`src/rtl/stack_machine_alu_macros.svh`:
```
// Assertion helpers shared by the stack machine RTL.
// Each macro expects signals named clk and rst in the module that uses it.
`ifndef STACK_MACHINE_ALU_MACROS_SVH
`define STACK_MACHINE_ALU_MACROS_SVH

// The consequent must hold in the same cycle as the antecedent.
`define SMA_ASSERT_NOW(lbl, ante, cons, msg) \
  lbl: assert property (@(posedge clk) disable iff (rst) (ante) |-> (cons)) else $error(msg);

// The consequent must hold in the cycle after the antecedent.
`define SMA_ASSERT_NEXT(lbl, ante, cons, msg) \
  lbl: assert property (@(posedge clk) disable iff (rst) (ante) |=> (cons)) else $error(msg);

`endif

```
`src/rtl/sma_pkg.sv`:
```
`default_nettype none

package sma_pkg;

  localparam int WORD_W      = 32;
  localparam int DEPTH_OUT_W = 9;

  localparam logic REQ_PUSH = 1'b0;
  localparam logic REQ_OP   = 1'b1;

  typedef enum logic [3:0] {
    OP_EQ, OP_NE, OP_GE, OP_LE, OP_GT, OP_LT, OP_OR, OP_XOR,
    OP_AND, OP_NOT, OP_ADD, OP_SUB, OP_MUL, OP_DIV, OP_MOD, OP_NEG
  } op_t;

  typedef enum logic [1:0] {
    ST_OK, ST_UNDER, ST_OVER, ST_DIVZ
  } status_t;

  typedef struct packed {
    logic              start;
    logic              is_mod;
    logic [WORD_W-1:0] dividend;
    logic [WORD_W-1:0] divisor;
  } div_req_t;

  typedef struct packed {
    logic              done;
    logic [WORD_W-1:0] result;
  } div_rsp_t;

endpackage

`default_nettype wire

```
`src/rtl/sma_divider.sv`:
```
`default_nettype none

module sma_divider import sma_pkg::*; (
  input  logic     clk,
  input  logic     rst,
  input  div_req_t req,
  output div_rsp_t rsp
);

  localparam int CNT_W = $clog2(WORD_W);

  typedef enum logic [1:0] {
    D_IDLE, D_RUN, D_FIX
  } dstate_t;

  dstate_t           state;
  logic [CNT_W-1:0]  cnt;
  logic [WORD_W-1:0] den;
  logic [WORD_W-1:0] quo;
  logic [WORD_W-1:0] rem;
  logic              num_neg;
  logic              den_neg;
  logic              is_mod;

  logic [WORD_W:0]   rem_sh;
  logic [WORD_W:0]   diff;
  logic              take;
  logic [WORD_W-1:0] num_mag;
  logic [WORD_W-1:0] den_mag;

  always_comb begin
    num_mag = req.dividend[WORD_W-1] ? -req.dividend : req.dividend;
    den_mag = req.divisor[WORD_W-1] ? -req.divisor : req.divisor;
    rem_sh  = {rem, quo[WORD_W-1]};
    diff    = rem_sh - {1'b0, den};
    take    = !diff[WORD_W];
  end

  always_ff @(posedge clk) begin
    if (rst) begin
      state    <= D_IDLE;
      rsp.done <= 1'b0;
    end else begin
      rsp.done <= 1'b0;
      unique case (state)
        D_IDLE: begin
          if (req.start) begin
            num_neg <= req.dividend[WORD_W-1];
            den_neg <= req.divisor[WORD_W-1];
            is_mod  <= req.is_mod;
            den     <= den_mag;
            quo     <= num_mag;
            rem     <= '0;
            cnt     <= CNT_W'(WORD_W - 1);
            state   <= D_RUN;
          end
        end
        D_RUN: begin
          rem <= take ? diff[WORD_W-1:0] : rem_sh[WORD_W-1:0];
          quo <= {quo[WORD_W-2:0], take};
          cnt <= cnt - CNT_W'(1);
          if (cnt == '0) begin
            state <= D_FIX;
          end
        end
        D_FIX: begin
          if (is_mod) begin
            rsp.result <= num_neg ? -rem : rem;
          end else begin
            rsp.result <= (num_neg ^ den_neg) ? -quo : quo;
          end
          rsp.done <= 1'b1;
          state    <= D_IDLE;
        end
        default: state <= D_IDLE;
      endcase
    end
  end

endmodule

`default_nettype wire

```
`config.mk`:
```
export PLATFORM = sky130hd
export DESIGN_NAME = sma_divider
export DESIGN_NICKNAME = d
export VERILOG_FILES = /design/src/rtl/stack_machine_alu_macros.svh /design/src/rtl/sma_pkg.sv /design/src/rtl/sma_divider.sv
export SDC_FILE = /design/constraint.sdc
export NUM_CORES = 1
export LEC_CHECK = 0
export BUFFER_PORTS_ARGS = -buffer_cell sky130_fd_sc_hd__buf_2
export CAP_MARGIN = 20
export CORE_MARGIN = 2
export CORE_UTILIZATION = 50
export DETAILED_ROUTE_END_ITERATION = 12
export PLACE_DENSITY = 0.69
export SLEW_MARGIN = 20
export SYNTH_ARGS = -nofsm -noshare
export SYNTH_HDL_FRONTEND = slang
export SYNTH_SLANG_ARGS = --single-unit
```
`constraint.sdc`:
```
create_clock -name clk -period 8.82 [get_ports clk]
set_input_delay 1.323 -clock clk [delete_from_list [all_inputs] [get_ports clk]]
set_output_delay 1.323 -clock clk [all_outputs]
set_load 0.02 [all_outputs]
```
-- Word level (Yosys, flattened, before mapping)
Index checks and enable logic that the tools add are counted.
- output and inout port bits: 33
- register bits after elaboration: 139
- input port bits: 68
- logic and storage cells: 47
- latch bits: 0
- memories: 0
- ROM bits: 0
- bits in writable memories: 0
- eq/ne operators: 4
- magnitude comparators: 0
- multipliers: 0
- divide/modulo/power cells: 0
- add/sub/neg operators: 6
- muxes and demuxes: 16
- bitwise gates (word level): 2
- shift operators: 0
- reduce and logical (&&, ||, !) cells: 8
- operators with widths (operator ; count):
    $mux 32 ; 7
    $neg 32->32 ; 4
    $pmux 32 s2 ; 2
    $mux 33 ; 1
    $sub 33x32->33 ; 1
    $mux 31 ; 1
    $pmux 5 s2 ; 1
    $reduce_and 3->1 ; 2
    $logic_not 5->1 ; 1
    $mux 5 ; 1
    $sub 5x1->5 const B ; 1
    $mux 2 ; 2
    $ne 2x2->1 const B ; 2
    $pmux 2 s2 ; 1
    $reduce_and 2->1 ; 2
    $eq 2x1->1 const B ; 1
    $eq 2x2->1 const B ; 1
    $logic_not 2->1 ; 1
    $reduce_bool 2->1 ; 1
    $logic_not 1->1 ; 1
    $not 1->1 ; 1
    $xor 1x1->1 ; 1

-- Logic depth before layout (Yosys ltp)
Gate-level depths: netlist of run 1.
- depth in word-level cells: 4
- depth in mapped cells: 14
- mapped depth without buffers: 12

-- Worst setup path before layout of run 1
OpenSTA, ideal clock, no wires.
- kind: in2reg
- start point: input rst
- end point: register cnt[0], enable pin
- stages on the path: 1
- path slack: 2184 ps
- data arrival time: 6055 ps
- data required time: 8239 ps
- setup time: 581 ps
- buffers on the path: 0
- cells stage by stage: nor3_1
- cells in the longest elaborated chain, start to end: 2
- ends and longest elaborated chain (element ; RTL line ; source):
    start, declared ; sma_divider.sv:5 ; input logic rst,
    $not 1->1 (no source line) ; n/a ;
    $reduce_and 3->1 (no source line) ; n/a ;
    end signal, assigned ; sma_divider.sv:54 ; cnt <= CNT_W'(WORD_W - 1);
    end signal, assigned ; sma_divider.sv:61 ; cnt <= cnt - CNT_W'(1);
    end, declared ; sma_divider.sv:17 ; logic [CNT_W-1:0] cnt;
No other way between the ends.
A chain may end at the register's enable or synchronous reset.

-- Worst setup path after layout of run 1
- start point: register quo[31]
- end point: register rem[31], data pin
- cells in the longest elaborated chain, start to end: 3
- ends and longest elaborated chain (element ; RTL line ; source):
    start, declared ; sma_divider.sv:19 ; logic [WORD_W-1:0] quo;
    start signal, assigned ; sma_divider.sv:52 ; quo <= num_mag;
    start signal, assigned ; sma_divider.sv:60 ; quo <= {quo[WORD_W-2:0], take};
    $sub 33x32->33 ; sma_divider.sv:35 ; diff = rem_sh - {1'b0, den};
    $mux 32 ; sma_divider.sv:59 ; rem <= take ? diff[WORD_W-1:0] : rem_sh[WORD_W-1:0];
    $pmux 32 s2 ; sma_divider.sv:45 ; unique case (state)
    end signal, assigned ; sma_divider.sv:59 ;
    end, declared ; sma_divider.sv:20 ; logic [WORD_W-1:0] rem;
No other way between the ends.

==> flow_summary.toml, run 1 <==
[sta]
setup_viol = 0
timing.clock.skew_ns = 0.0103
timing.final.max_slew_violations = 0
clock.fmax_mhz = 229
post-route-min-period_ns = 4.36
timing.final.hold_violations = 0
grt_setup_unrepaired = "no"
setup_tns_ns = 0
fin_crit_sh_pct = 49.4
tightestPinTransition_ns = 1.04
slew-limit-headroom_pct = 30.6

[synth]
synth_top_area_cell = "sky130_fd_sc_hd__edfxtp_1"
ys.warnings.count = 0
ys_top_cells_by_count = "sky130_fd_sc_hd__nand2_1 (147), sky130_fd_sc_hd__edfxtp_1 (136), sky130_fd_sc_hd__a21oi_1 (101), sky130_fd_sc_hd__o21ai_0 (90), sky130_fd_sc_hd__xor2_1 (81)"
post-synth-top-count-cell = "sky130_fd_sc_hd__nand2_1"
syn_inst = 1055
synth_flop_cell = "sky130_fd_sc_hd__edfxtp_1"
synth.top_cells.by_area = "sky130_fd_sc_hd__edfxtp_1 (42%), sky130_fd_sc_hd__xor2_1 (7.3%), sky130_fd_sc_hd__nand2_1 (5.7%)"
postSynthAreaPerCell_sq_um = 9.17
post_synth_instance_area_sq_um = 9670
synth_top_cell_area_share_pct = 42.2
postSynthNetCount = 1161
seq_area_frac_synth_pct = 42.8
synth_edf_count = 136
synth.lib_cells_used.distinct = 58
ys_seq_elements = 139
ys_async_sr_fraction_pct = 0

[global_routing]
grt_remaining_overflow = 0
wire_length_of_the_first_global_routing_pass_um = 36900
groute.layer.met2.usage_pct = 38.3
globalRouteTotalUtil_pct = 22.9
grt_antenna_before_repair = 0
grt_start_max_net_pins = 61
grt_pass1_vias = 7428
met3_usage_pct = 3.39
busiest_layer = "met2"
groute.layer.met1.usage_pct = 30.1

[cts]
cts_htree_levels = 4
cts-root-buf = "sky130_fd_sc_hd__clkbuf_16"
post_cts_buffers = 0
sink_count_of_the_clock_tree = 139
tritoncts = "done"
cts_max_path_bufs = 2
clock_insertion_delay_worst_skew_ns = 0.43
cts_hold_repair.buffers = 0
cts_made_buffers = 17
cts.clk_slew.worst_paths_ns = 0.06
cts_resized = 0

[drt]
detailedRoute.firstIterationViolations = 531
drt_wl_total_um = 22700
via_count = 7953
drcViolationCount = 0
iteration_count_of_the_initial_detailed_routing_pass = 6
drt.antenna.violating_nets = 0
route.detailed.vias_per_inst = 5.63
detail_route.wl_per_cell_um = 16.1

[floorplanning]
die_height_um = 143
rows = 50
coreArea_sq_um = 18800
start_util_pct = 51.4
die_width_um = 143
full_die_area_sq_um = 20500
top_level_ports = 101

[outcome]
outcome = "completed"

[min_path]
worst_hold_path.num_cells = 2
timing.hold.worst.class = "reg2reg"

[power_and_ir_drop]
combinationalPowerShare_pct = 21.6
worst_ir_drop_vdd_mv = 0.151
share_clk_of_total_power_pct = 38.1
share_seq_of_total_power_pct = 40.3
total_power_mw = 2.08
total_switching_power_mw = 0.597
sw_frac_of_total_pct = 28.7
p_per_area_nw_per_um2 = 188
total_leakage_power_nw = 4.29
internal_power_mw = 1.49

[critical_path]
timing.reg2reg.worst_path_depth = 13
crit_end_category = "flop"
critical_path.cell_chain = "inv_1, ha_1, fa_1, nand2b_1, a211oi_1, o211ai_1, and4_1, o31ai_1, a31oi_1, xor2_2, buf_4, a2111oi_0, a311o_1"
crit_path_start_kind = "flop"
slowest_delay_ns = 0.64
crit_path_top_delay_cell = "sky130_fd_sc_hd__o31ai_1"
crit_type = "reg2reg"
worst_ep_arrival_time_ns = 4.53
worst-path-max-fanout = 30
worst-endpoint-required_ns = 8.99

[placed_design]
numPlacedInstances = 1380
gpl.final_weighted_congestion = 0.875
dpl.hpwl_um = 16500
io_buffer_count = 100

[final_layout]
share_of_cells_above_drive_strength_1_pct = 14.1
finish.cell_count_without_fillers = 1412
nets = 1245
area_growth_pct = 14.7
postLayoutCoreUtil_pct = 58.9
antenna-diode-count = 0

[run]
drv.max_cap_violation_count = 0
## layer usage
layer  vias to the layer above  wire (um)
li1                       3978          -
met1                      3763      10100
met2                       171      11200
met3                        41        798
met4                         0        578
met5                         -          0
## stage by stage
step                worst slack [ns]  hold slack (ns)  area [sq um]
finish                          4.46            0.574         11100
detailed placement              4.07            0.557         10400
CTS                             4.51            0.571         11100
global route                    4.20            0.608         11100
floorplan                       2.18            0.475          9670
global placement                4.15            0.552         10400
## power by group through the flow
stage,registers [mW],logic (mW),clock network [mW]
after floorplan,0.837,0.338,0
after global placement,0.852,0.438,0
after detailed placement,0.852,0.445,0
after CTS,0.839,0.448,0.804
after global routing,0.845,0.510,0.830
final,0.839,0.449,0.794
## final cells by class
| cell class | instances | area, sq um |
|---|---|---|
| Fill cell | 1665 | 7730 |
| Multi-Input combinational cell | 817 | 5200 |
| Sequential cell | 139 | 4140 |
| Timing Repair Buffer | 111 | 583 |
| Clock buffer | 21 | 460 |
| Tap cell | 260 | 325 |
| Inverter | 53 | 199 |
| Clock inverter | 11 | 190 |
## cells by family (layout without fill, tap and decap cells)
group | Yosys count | count (layout) | synth area share (%)
buf+inv | 99 | 196 | 3.84
flops | 139 | 139 | 42.8
mux | 6 | 6 | 0.621
xor+xnor | 142 | 142 | 12.9
compound gates | 287 | 287 | 17.6
fa+ha+maj | 38 | 38 | 4.99
simple gates | 344 | 344 | 17.2
## worst max-delay path: cells and delay by family, from the launching register on
family,cells,cell delay (ns)
compound gates,6,2.04
xor+xnor,1,0.22
fa+ha+maj,2,0.63
buf+inv,2,0.43
flops,1,0.32
simple gates,2,0.45
## path summary, 6_finish.rpt
| kind | startpoint | endpoint | slack, ns |
|---|---|---|---|
| setup reg to reg | quo[31] | rem[31] | 4.46 |
| hold / removal | quo[17] | quo[18] | 0.57 |
| setup / recovery | quo[31] | rem[31] | 4.46 |
| hold reg to reg | quo[17] | quo[18] | 0.57 |
## state kept, by name, indices dropped and copies added (netlist names), 2 cells and up
name   count
quo       32
rem       32
cnt        5
state      2
rsp       33
den       32
## cell usage in the layout, fill, tap and decap left out, types with 10 or more instances in the layout
cell type                   Yosys  routed
sky130_fd_sc_hd__o21a_1        10      10
sky130_fd_sc_hd__or3_1         15      15
sky130_fd_sc_hd__nand2b_1      13      13
sky130_fd_sc_hd__inv_1         53      53
sky130_fd_sc_hd__buf_2          0     100
sky130_fd_sc_hd__nand2_1      147     147
sky130_fd_sc_hd__a21oi_1      101     101
sky130_fd_sc_hd__xor2_1        81      80
sky130_fd_sc_hd__a211oi_1      10      10
sky130_fd_sc_hd__buf_4          0      11
sky130_fd_sc_hd__nor2_1        73      73
sky130_fd_sc_hd__clkbuf_16      0      17
sky130_fd_sc_hd__o31ai_1       26      26
sky130_fd_sc_hd__edfxtp_1     136     136
sky130_fd_sc_hd__or4_1         18      18
sky130_fd_sc_hd__ha_1          37      37
sky130_fd_sc_hd__xnor2_1       61      60
sky130_fd_sc_hd__o21ai_0       90      90
sky130_fd_sc_hd__nor3_1        14      13
Note: power is estimated with default switching activity, not from simulation.
==> run 2: changes to the inputs <==
==> constraint.sdc (replaced) <==
create_clock -name clk -period 4.19 [get_ports clk]
set_input_delay 0.6285 -clock clk [delete_from_list [all_inputs] [get_ports clk]]
set_output_delay 0.6285 -clock clk [all_outputs]
set_load 0.02 [all_outputs]
==> run 2 against run 1 <==
Clock power grew 91%. Wire length is 1.4% lower. First-iteration DRC count is 1.3% lower. Combinational power rose by 110%. Power increased by 100%. Sequential power is 110% higher. Critical path depth unchanged. Largest cell class unchanged. Highest routed layer unchanged.
==> flow_summary.toml, run 2 (synthesis results as in run 1) <==
[critical_path]
crit_type = "reg2reg"
r2r_setup_slk_ns = 0.38
crit_path_start_kind = "flop"
worst-endpoint-required_ns = 4.46
crit_end_category = "flop"
worst-path-max-fanout = 19
worst_ep_arrival_time_ns = 4.08

[global_routing]
grt_pass1_vias = 7427
grt_remaining_overflow = 0
globalRouteTotalUtil_pct = 22.6
grt_antenna_before_repair = 0
wire_length_of_the_first_global_routing_pass_um = 36400
grt_start_max_net_pins = 70

[outcome]
outcome = "completed"

[cts]
cts_htree_levels = 4
cts_resized = 0
cts.clk_slew.worst_paths_ns = 0.06
post_cts_buffers = 0
cts-root-buf = "sky130_fd_sc_hd__clkbuf_16"
clock_insertion_delay_worst_skew_ns = 0.43
cts_made_buffers = 17
sink_count_of_the_clock_tree = 139
tritoncts = "done"
cts_hold_repair.buffers = 0
cts_max_path_bufs = 2

[drt]
drt_wl_total_um = 22400
iteration_count_of_the_initial_detailed_routing_pass = 5
drt.antenna.violating_nets = 0
drcViolationCount = 0
detailedRoute.firstIterationViolations = 524
detail_route.wl_per_cell_um = 15.8
route.detailed.vias_per_inst = 5.61
via_count = 7945

[placed_design]
io_buffer_count = 100
gpl.final_weighted_congestion = 0.877
placed_area_sq_um = 10500
dpl.hpwl_um = 16600
numPlacedInstances = 1385

[final_layout]
nets = 1250
largest-register = "rsp"
fillerInstances = 1697
antenna-diode-count = 0
share_of_cells_above_drive_strength_1_pct = 14.7
largest_reg_flops = 33
layout_commonest_cell = "sky130_fd_sc_hd__nand2_1"
mostFrequentLayoutCells = "sky130_fd_sc_hd__nand2_1 (147), sky130_fd_sc_hd__edfxtp_1 (136), sky130_fd_sc_hd__a21oi_1 (101)"
area_growth_pct = 14.7
final_design_area_no_fill_sq_um = 11100
finish.cell_count_without_fillers = 1417

[min_path]
timing.hold.worst.class = "in2reg"

[run]
drv.max_cap_violation_count = 0

[power_and_ir_drop]
worst_ir_drop_vdd_mv = 0.318
total_leakage_power_nw = 4.29
p_per_area_nw_per_um2 = 382

[sta]
setup_viol = 0
clock.fmax_mhz = 262
timing.final.max_slew_violations = 0
timing.final.hold_violations = 0
setup_tns_ns = 0
timing.clock.skew_ns = 0.0101
grt_setup_unrepaired = "no"
tightestPinTransition_ns = 0.938
fin_crit_sh_pct = 91.0
slew-limit-headroom_pct = 37.5
post-route-min-period_ns = 3.81

[floorplanning]
rows = 50
coreArea_sq_um = 18800
die_width_um = 143
full_die_area_sq_um = 20500
start_util_pct = 51.4
top_level_ports = 101
die_height_um = 143
run 2: layout make-up:
cell class / count / area [sq um] / area share (%)
Inverter: 53 / 199 / 1.79
Sequential cell: 139 / 4140 / 37.4
Multi-Input combinational cell: 817 / 5210 / 47.0
Timing Repair Buffer: 116 / 621 / 5.60
Tap cell: 260 / 325 / 2.93
Clock buffer: 17 / 425 / 3.84
Clock inverter: 15 / 165 / 1.49
run 2: where the power goes:
part	switching [mW]	total, mW	internal [mW]
logic	0.562	0.949	0.387
clock network	0.630	1.52	0.887
registers	0.107	1.77	1.66
run 2: routing by layer:
metal | GRT usage [%] | routed length (um)
met2 | 38.7 | 11200
met1 | 29.5 | 10100
met3 | 3.42 | 687
met4 | 7.09 | 346
met5 | 0 | 0
run 2: metrics by stage:
step                worst slack, ns  hold WS (ns)  utilization, %  power (mW)
finish                        0.378         0.397            58.9        4.24
global route                 0.0906         0.382            58.9        4.44
CTS                           0.417         0.384            58.9        4.25
detailed placement            0.154         0.562            55.8        2.74
global placement              0.211         0.560            55.8        2.73
floorplan                     0.397         0.492               -        2.47
run 2: final timing paths:
check	startpoint	endpoint	depth (start not counted)
worst max-delay path	rem[0]	rem[11]	13
worst min-delay path	req[64]	is_mod	1
worst max register to register	rem[0]	rem[11]	13
worst min register to register	quo[17]	quo[18]	2
run 2: critical path: stages, from the launching register on:
cell and delay [ns]:
sky130_fd_sc_hd__edfxtp_1 0.47, sky130_fd_sc_hd__inv_1 0.12, sky130_fd_sc_hd__fa_1 0.43, sky130_fd_sc_hd__nand2b_1 0.21, sky130_fd_sc_hd__a211oi_1 0.33, sky130_fd_sc_hd__o211ai_1 0.20, sky130_fd_sc_hd__and4_1 0.25, sky130_fd_sc_hd__o31ai_1 0.25
sky130_fd_sc_hd__buf_4 0.17, sky130_fd_sc_hd__a31oi_1 0.17, sky130_fd_sc_hd__xor2_2 0.25, sky130_fd_sc_hd__buf_4 0.26, sky130_fd_sc_hd__or3_1 0.37, sky130_fd_sc_hd__a21oi_1 0.17
